--- config.mk ---
export PLATFORM = sky130hd
export DESIGN_NAME = tmtw_cursor
export DESIGN_NICKNAME = d
export VERILOG_FILES = /design/src/rtl/tmtw_pkg.sv /design/src/rtl/tmtw_cursor.sv
export SDC_FILE = /design/constraint.sdc
export NUM_CORES = 1
export LEC_CHECK = 0
export BUFFER_PORTS_ARGS = -buffer_cell sky130_fd_sc_hd__buf_2
export CAP_MARGIN = 30
export CORE_ASPECT_RATIO = 1.75
export CORE_UTILIZATION = 40
export DETAILED_ROUTE_END_ITERATION = 10
export PLACE_DENSITY_LB_ADDON = 0.1
export SLEW_MARGIN = 20
export SYNTH_ARGS = -nofsm -noshare
export SYNTH_HDL_FRONTEND = slang
export SYNTH_SLANG_ARGS = --single-unit
export TNS_END_PERCENT = 5
--- constraint.sdc ---
create_clock -name clk -period 7.3 [get_ports clk]
set_input_delay 0.73 -clock clk [delete_from_list [all_inputs] [get_ports clk]]
set_output_delay 0.73 -clock clk [all_outputs]
set_load 0.01 [all_outputs]
--- src/rtl/tmtw_pkg.sv ---
// Shared types and constants for the text-mode terminal writer.
// Holds the screen geometry, command and character codes, and the cursor plan struct.
// Has no dependencies; every other file refers to it by scoped names.
package tmtw_pkg;

    localparam int COLUMNS       = 80;
    localparam int ROWS          = 25;
    localparam int CELL_COUNT    = ROWS * COLUMNS;
    localparam int LAST_ROW_BASE = (ROWS - 1) * COLUMNS;

    localparam int ADDR_W  = $clog2(CELL_COUNT);
    localparam int SWP_W   = $clog2(CELL_COUNT + 1);
    localparam int COL_W   = $clog2(COLUMNS);
    localparam int ROW_W   = $clog2(ROWS);
    localparam int CELL_W  = 16;
    localparam int CHAR_W  = 8;
    localparam int COLOR_W = 8;
    localparam int CMD_W   = 2;
    localparam int IO_ADDR_W = 11;

    localparam logic [CHAR_W-1:0]  CH_BACKSPACE = 8'h08;
    localparam logic [CHAR_W-1:0]  CH_TAB       = 8'h09;
    localparam logic [CHAR_W-1:0]  CH_NEWLINE   = 8'h0A;
    localparam logic [CHAR_W-1:0]  CH_BLANK     = 8'h20;
    localparam logic [COLOR_W-1:0] RESET_COLOR  = 8'h0A;

    typedef enum logic [CMD_W-1:0] {
        CMD_PUT   = 2'd0,
        CMD_READ  = 2'd1,
        CMD_CLEAR = 2'd2
    } cmd_t;

    typedef struct packed {
        logic              wr_en;
        logic [ADDR_W-1:0] wr_addr;
        logic [CHAR_W-1:0] wr_char;
        logic              scroll;
    } cur_plan_t;

endpackage

--- src/rtl/tmtw_cursor.sv ---
// Cursor registers and the per-character cursor update and cell write plan.
// Depends on tmtw_pkg for geometry, character codes and the plan struct.
module tmtw_cursor (
    input  logic                        clk,
    input  logic                        rst_n,
    input  logic                        step,
    input  logic                        home,
    input  logic [tmtw_pkg::CHAR_W-1:0] char_code,
    output tmtw_pkg::cur_plan_t         plan,
    output logic [tmtw_pkg::ADDR_W-1:0] cursor_addr
);

    localparam int ADDR_W = tmtw_pkg::ADDR_W;
    localparam int COL_W  = tmtw_pkg::COL_W;
    localparam int ROW_W  = tmtw_pkg::ROW_W;

    logic [ROW_W-1:0]  row_reg, row_next;
    logic [COL_W-1:0]  col_reg, col_next;
    logic [ADDR_W-1:0] addr_reg, addr_next;

    logic [COL_W:0]    tab_sum;
    logic [COL_W:0]    tab_col;
    logic              last_row;
    logic              advance;
    logic [ADDR_W-1:0] nl_addr;

    always_comb
    begin
        plan      = '0;
        row_next  = row_reg;
        col_next  = col_reg;
        addr_next = addr_reg;
        advance   = 1'b0;
        tab_sum   = {1'b0, col_reg} + (COL_W + 1)'(4);
        tab_col   = {tab_sum[COL_W:2], 2'b00};
        last_row  = (row_reg == ROW_W'(tmtw_pkg::ROWS - 1));
        nl_addr   = addr_reg - ADDR_W'(col_reg) + ADDR_W'(tmtw_pkg::COLUMNS);

        priority if (char_code == tmtw_pkg::CH_NEWLINE)
        begin
            advance = 1'b1;
        end
        else if (char_code == tmtw_pkg::CH_BACKSPACE)
        begin
            if (col_reg != '0)
            begin
                col_next      = col_reg - COL_W'(1);
                addr_next     = addr_reg - ADDR_W'(1);
                plan.wr_en    = 1'b1;
                plan.wr_addr  = addr_reg - ADDR_W'(1);
                plan.wr_char  = tmtw_pkg::CH_BLANK;
            end
        end
        else if (char_code == tmtw_pkg::CH_TAB)
        begin
            if (32'(tab_col) >= 32'(tmtw_pkg::COLUMNS))
            begin
                advance = 1'b1;
            end
            else
            begin
                col_next  = tab_col[COL_W-1:0];
                addr_next = addr_reg + ADDR_W'(tab_col) - ADDR_W'(col_reg);
            end
        end
        else
        begin
            plan.wr_en   = 1'b1;
            plan.wr_addr = addr_reg;
            plan.wr_char = char_code;
            if (col_reg == COL_W'(tmtw_pkg::COLUMNS - 1))
            begin
                advance = 1'b1;
            end
            else
            begin
                col_next  = col_reg + COL_W'(1);
                addr_next = addr_reg + ADDR_W'(1);
            end
        end

        if (advance)
        begin
            col_next = '0;
            if (last_row)
            begin
                plan.scroll = 1'b1;
                addr_next   = ADDR_W'(tmtw_pkg::LAST_ROW_BASE);
            end
            else
            begin
                row_next  = row_reg + ROW_W'(1);
                addr_next = nl_addr;
            end
        end

        if (home)
        begin
            row_next  = '0;
            col_next  = '0;
            addr_next = '0;
        end
    end

    always_ff @(posedge clk or negedge rst_n)
    begin
        if (!rst_n)
        begin
            row_reg  <= '0;
            col_reg  <= '0;
            addr_reg <= '0;
        end
        else if (step || home)
        begin
            row_reg  <= row_next;
            col_reg  <= col_next;
            addr_reg <= addr_next;
        end
    end

    assign cursor_addr = addr_reg;

endmodule
* Word-level counts from Yosys, hierarchy flattened
Index checks and enable logic that the tools add are counted.
Widths: inputs -> output; s select.
** Cells by class
- $add $sub $neg :: 10
- Order comparisons :: 1
- Equality and inequality tests :: 10
- Muxes and demuxes :: 31
- Reductions and logical operators :: 5
** Operators by type and width (number)
- $mux 11 :: 9
- $mux 20 :: 4
- $mux 7 :: 8
- $eq 8x4->1 const B :: 3
- $sub 11x7->11 :: 2
- $mux 5 :: 3
- $add 11x1->11 const B :: 1
- $add 11x7->11 const B :: 1
- $add 11x8->11 :: 1
- $sub 11x1->11 const B :: 1
- $ne 5x5->1 const B :: 2
- $add 7x3->8 const B :: 1
- $ge 8x7->1 const B :: 1
- $add 7x1->7 const B :: 1
- $eq 7x7->1 const B :: 1
- $mux 1 :: 7
- $reduce_bool 7->1 :: 1
- $sub 7x1->7 const B :: 1
- $add 5x1->5 const B :: 1
- $eq 5x5->1 const B :: 1
- $reduce_and 5->1 :: 1
- $ne 4x3->1 const B :: 1
- $ne 3x3->1 const B :: 1
- $reduce_and 3->1 :: 1
- other kinds (3) :: 3
** Word-level totals
- Flip-flop bits (word level) :: 23
- Bits of input ports :: 12
- Output and inout bits :: 32
- Logic and storage cells :: 60

* Depth between registers and ports, before layout
Gate-level depths: netlist (run 1).
- Depth after elaboration :: 9
- Mapped depth :: 13
- Gate-level depth less buffers :: 12

* Least setup slack after synthesis (run 1)
OpenSTA, ideal clock, no wires.
- Path type :: input-to-output
- Start :: input char_code[4] (netlist name)
- End :: output plan[18] (netlist name)
- Arrival time :: 2.555 ns
- Data required time :: 6.570 ns
- Slack :: 4.015 ns
- Stages on the path :: 9
- Buffers on the path :: 3
- Path through :: or4_4 -> buf_6 -> or3_1 -> buf_6 -> clkbuf_1 -> nor3_1 -> a21oi_1 -> a2bb2oi_1 -> nor2_1
** RTL lines
- start, declared :: RTL line tmtw_cursor.sv:8 : input logic [tmtw_pkg::CHAR_W-1:0] char_code,
- end, declared :: RTL line tmtw_cursor.sv:9 : output tmtw_pkg::cur_plan_t plan,

==> results of run 1 <==
==> cell families after synthesis <==
| group | share of synthesized area |
|---|---|
| adders and majority gates | 0.149 |
| and+or+nand+nor | 0.229 |
| xor gates and xnor gates | 0.0911 |
| buffers and inverters | 0.0795 |
| DFF | 0.166 |
| AOI/OAI and AO/OA | 0.261 |
| muxes | 0.0235 |
==> placed cells by master, fill, tap and decap left out, types with 4 or more instances in the layout <==
master,n
nor2b_1,6
nand2_1,30
xor2_1,7
dfrtp_1,23
and2_1,4
a221oi_1,4
a211oi_1,12
nor2_1,42
buf_2,43
nand3_1,15
a21oi_1,34
or3_1,4
ha_1,38
xnor2_1,29
nor3_1,18
a22oi_1,7
inv_1,34
mux2i_1,7
nor4_1,8
a31oi_1,5
o22ai_1,5
o21a_1,4
o21ai_0,20
nand4_1,9
buf_4,6
a21o_1,7
or2_2,4
==> power by group through the flow <==
stage                     combinational (uW)  sequential (uW)  clock [uW]
final                                    246              146         138
after detailed placement                 240              149           0
after global routing                     266              148         143
after global placement                   239              148           0
after floorplan                          168              142           0
after CTS                                241              146         139
==> how the worst max path moves through the flow <==
stage / startpoint / to / depth (start not counted)
floorplan: char_code[4] / plan[18] / 9
global placement: char_code[4] / plan[18] / 9
detailed placement: char_code[4] / plan[18] / 9
CTS: char_code[4] / plan[18] / 9
global route: char_code[4] / plan[18] / 9
finish: char_code[4] / plan[18] / 9
==> layer usage <==
layer	wire [microns]	vias to the layer above	track usage
li1	-	1730	-
met1	4630	1774	0.317
met3	603	67	0.0282
met2	6670	185	0.517
met4	988	0	0.206
met5	0	-	0
==> area by class of cell <==
cell class | count | area, sq um
fillers | 906 | 4570
well taps | 115 | 144
flip-flops and latches | 23 | 576
inverters | 34 | 128
clock inverters | 1 | 5.00
multi-input cells | 375 | 2610
clock buffers | 3 | 75.1
repair buffers | 49 | 260
==> metrics by stage <==
step | cells | utilization
3_5_place_dp | 596 | 0.444
6_report | 600 | 0.454
5_1_grt | 600 | 0.454
4_1_cts | 600 | 0.454
3_3_place_gp | 596 | 0.444
2_1_floorplan | 466 | -
==> run metrics, run 1 <==
outcome completed; grt ovf 0; Clk network pwr share 0.260; Gate power share 0.464; Vias 3756; vias in the first global route 3692; slack of the critical path 3.75 ns; Setup-failing EPs final 0; clk slew on worst S/H paths 0.08 ns; crit path buf inv count 3; Worst Hold Class in2async; fin crit share 0.486; sequential power share 0.276; DRT Pass-1 Iters 5; largest cells by area after synthesis dfrtp_1, ha_1, xnor2_1; max reg flops 11; layout cells sized above 1 0.136; CTS tree done; critical path startpoint category primary input; synthesized area 3460 sq um; Crit path arrival time 2.82 ns; Longest Clk Path Bufs 2; Top FF cell, synth dfrtp_1; Worst path top cell family by delay simple AND/OR/NAND/NOR gates; worst hold slack 0.486 ns; ant diodes 0; Synth Net Count 518; clock root buffer clkbuf_16; Boundary Pins 44; most frequent CP cell buf_2; crit end category output port; Design Area, Final 3800 sq um; Iter 0 DRT Violations 337; Yosys top cell by area dfrtp_1; fin crit period 3.55 ns; Post-DRT Antenna Nets 0; vias per cell 6.26; Skew-Pair Late Insertion Delay 0.28 ns; Post-route DRC 0; Final GP Congestion 0.993; post-CTS sizing 0; R2R Setup Slk 3.97 ns; area post-placement 3720 sq um; top post-synthesis cells by count nor2_1, ha_1, a21oi_1, inv_1; register area share after synthesis 0.166; drt wl/cell 21.5 microns; Leak Pwr 0.00164 uW; PD cells 139 nW/um^2; Final Total Pwr 530 uW; syn avg cell area 7.43 sq um; Post-CTS Hold Buffers 0; Max VDD drop 0.0000935 V; MaxCap Viol Count 0; crit path kind in2out; largest stage delay on the critical path 0.61 ns; EDFF count, synth 0; clk sinks 23; die height 125 microns; Critical R2R Launch cursor_addr[2]$_DFFE_PN0P_; Rows 44; largest net degree at the start of global routing 32; # Post-CTS Setup Buffers 0; Area Overhead vs Synth 9.72%; Least-Margin Pin Slew 0.913 ns; Pins Over Slew Limit 0; post-DP HPWL 9770 microns; final clock skew 0.00479 ns; post-synth top area share 0.166; Power Internal 305 uW; Horiz. Die Dim 72.3 microns; Initial Utilization 0.414; worst reg2reg path depth 10; switching power 224 uW; Post-Synthesis Cells 466; first-pass GRT wire length 20000 microns; Core Footprint 8370 sq um; Num CTS Buffers 3; port buffer count 43; GRT Resource Usage Total 0.293; Fin. Hold Viols 0; overall die area 9050 sq um; Critical Path, Cell by Cell buf_2 > or4_4 > or3_1 > buf_4 > nor3_1 > a21oi_1 > a2bb2oi_1 > nor2_1 > buf_2; library cells used by synthesis 66; CP max stage cell or4_4; Slew Limit Headroom 0.389; switching part of the total 0.424; crit-path max FO 31; Async SR Flop Fraction 1.00; antenna violations before repair 0; Placement Setup Slack 3.77 ns; Nets 538; Synthesis Warnings 0; total number of H-tree levels 1; unrepaired setup endpoints after global routing false; most numerous cell in the Yosys netlist nor2_1; RR Endpoint cursor_addr[8]$_DFFE_PN0P_; setup_tns 0 ns; Yosys reg bits 23; f_max 282 MHz; worst path required time 6.57 ns; routed wire length 12900 microns
(Power assumes the default switching activity.)
==> run 2: changes to the inputs <==
==> constraint.sdc (replaced) <==
create_clock -name clk -period 2.9 [get_ports clk]
set_input_delay 0.29 -clock clk [delete_from_list [all_inputs] [get_ports clk]]
set_output_delay 0.29 -clock clk [all_outputs]
set_load 0.01 [all_outputs]
==> run metrics, run 2 (synthesis gave the netlist of run 1 again) <==
Max VDD drop 0.000318 V; Pins Over Slew Limit 0; Core Footprint 8370 sq um; PD cells 327 nW/um^2; Final Total Pwr 1350 uW; Clk network pwr share 0.235; fin crit share 0.961; crit end category output port; largest net degree at the start of global routing 35; CTS tree done; crit-path max FO 9; clk sinks 23; layout cells sized above 1 0.213; DRT Pass-1 Iters 5; MaxCap Viol Count 0; f_max 359 MHz; Final GP Congestion 0.972; max reg flops 11; Post-DRT Antenna Nets 0; Critical Path, Cell by Cell buf_4 > ha_1 > buf_4 > or3_1 > o211a_1 > o21a_1 > o21ai_4 > buf_6 > nor2_1 > buf_2; grt ovf 0; Filler cells 881; clock root buffer clkbuf_16; GRT Resource Usage Total 0.292; commonest non-fill, non-tap cell in the layout buf_2; Crit path arrival time 2.50 ns; Skew-Pair Late Insertion Delay 0.26 ns; Num CTS Buffers 3; Worst Hold Class in2async; ant diodes 0; sequential power share 0.253; Post-route DRC 0; total number of H-tree levels 1; Boundary Pins 44; worst path required time 2.61 ns; Power Internal 813 uW; Gate power share 0.512; final clock skew 0.00640 ns; post-DP HPWL 10100 microns; largest stage delay on the critical path 0.38 ns; Least-Margin Pin Slew 0.611 ns; most frequent CP cell buf_4; overall die area 9050 sq um; Longest Clk Path Bufs 2; Fin. Hold Viols 0; vias in the first global route 3723; fin crit period 2.79 ns; critical path startpoint category flip-flop; crit path buf inv count 4; unrepaired setup endpoints after global routing true; Initial Utilization 0.414; Leak Pwr 0.00184 uW; Area Overhead vs Synth 19.4%; Nets 573; clk slew on worst S/H paths 0.07 ns; Worst path top cell family by delay buffers and inverters; Rows 44; drt wl/cell 20.2 microns; Vias 3752; area post-placement 4000 sq um; CP max stage cell dfrtp_1; first-pass GRT wire length 20000 microns; port buffer count 43; Slew Limit Headroom 0.592; die height 125 microns; vias per cell 5.91; commonest cells after routing, fill and taps aside buf_2, nor2_1, buf_4, ha_1; Horiz. Die Dim 72.3 microns; R2R Setup Slk 0.15 ns; Iter 0 DRT Violations 263; crit path kind reg2out; outcome completed; Design Area, Final 4130 sq um; Setup-failing EPs final 0; switching power 540 uW; routed wire length 12800 microns; switching part of the total 0.399; antenna violations before repair 0
## run 2: path summary, 6_finish.rpt
path / start / cells after the start / to
setup / recovery: col_reg[2]$_DFFE_PN0P_ / 10 / plan[0]
hold / removal: rst_n / 1 / col_reg[6]$_DFFE_PN0P_
setup reg to reg: cursor_addr[6]$_DFFE_PN0P_ / 11 / cursor_addr[9]$_DFFE_PN0P_
hold reg to reg: col_reg[5]$_DFFE_PN0P_ / 2 / col_reg[5]$_DFFE_PN0P_
max in group asynchronous: rst_n / 1 / col_reg[0]$_DFFE_PN0P_
min in group clk: home / 2 / row_reg[0]$_DFFE_PN0P_
## run 2: timing repair
action | in CTS | in global routing
gates cloned | 0 | 0
hold buffers | 0 | 0
hold endpoints to repair | 0 | 0
gates resized for setup | 1 | 13
setup endpoints to repair | 1 | 5
pin swaps | 0 | 3
setup buffers | 0 | 0
## run 2: stage by stage
| step | setup TNS [ns] | hold slack [ns] | utilization | setup slack, ns | instances |
|---|---|---|---|---|---|
| 2_1_floorplan | 0 | -0.00559 | - | 0.0141 | 466 |
| 6_report | 0 | 0.0311 | 0.494 | 0.114 | 635 |
| 5_1_grt | -0.0457 | 0.0884 | 0.494 | -0.0457 | 635 |
| 4_1_cts | 0 | 0.0489 | 0.487 | 0.0123 | 635 |
| 3_5_place_dp | 0 | 0.325 | 0.477 | 0.0302 | 631 |
| 3_3_place_gp | 0 | 0.331 | 0.477 | 0.0763 | 631 |
## run 2: cell type report
cell class | count | area, sq um | share of cell area
clock inverters | 1 | 5.00 | 0.00121
inverters | 34 | 128 | 0.0309
clock buffers | 3 | 75.1 | 0.0182
flip-flops and latches | 23 | 576 | 0.139
multi-input cells | 375 | 2670 | 0.645
repair buffers | 84 | 539 | 0.130
well taps | 115 | 144 | 0.0348
## run 2: power by group through the flow
stage / Clock [uW] / Sequential [uW] / Combinational [uW]
CTS: 320 / 342 / 667
finish: 318 / 342 / 693
global route: 332 / 343 / 758
detailed placement: 0 / 349 / 664
floorplan: 0 / 359 / 426
global placement: 0 / 348 / 662
## run 2: routing by layer
layer / vias up / part of all wire / wire, microns / GRT usage
li1: 1800 / - / - / -
met1: 1803 / 0.36 / 4580 / 0.305
met2: 112 / 0.55 / 7030 / 0.541
met3: 37 / 0.029 / 373 / 0.0201
met4: 0 / 0.064 / 823 / 0.182
met5: - / 0 / 0 / 0
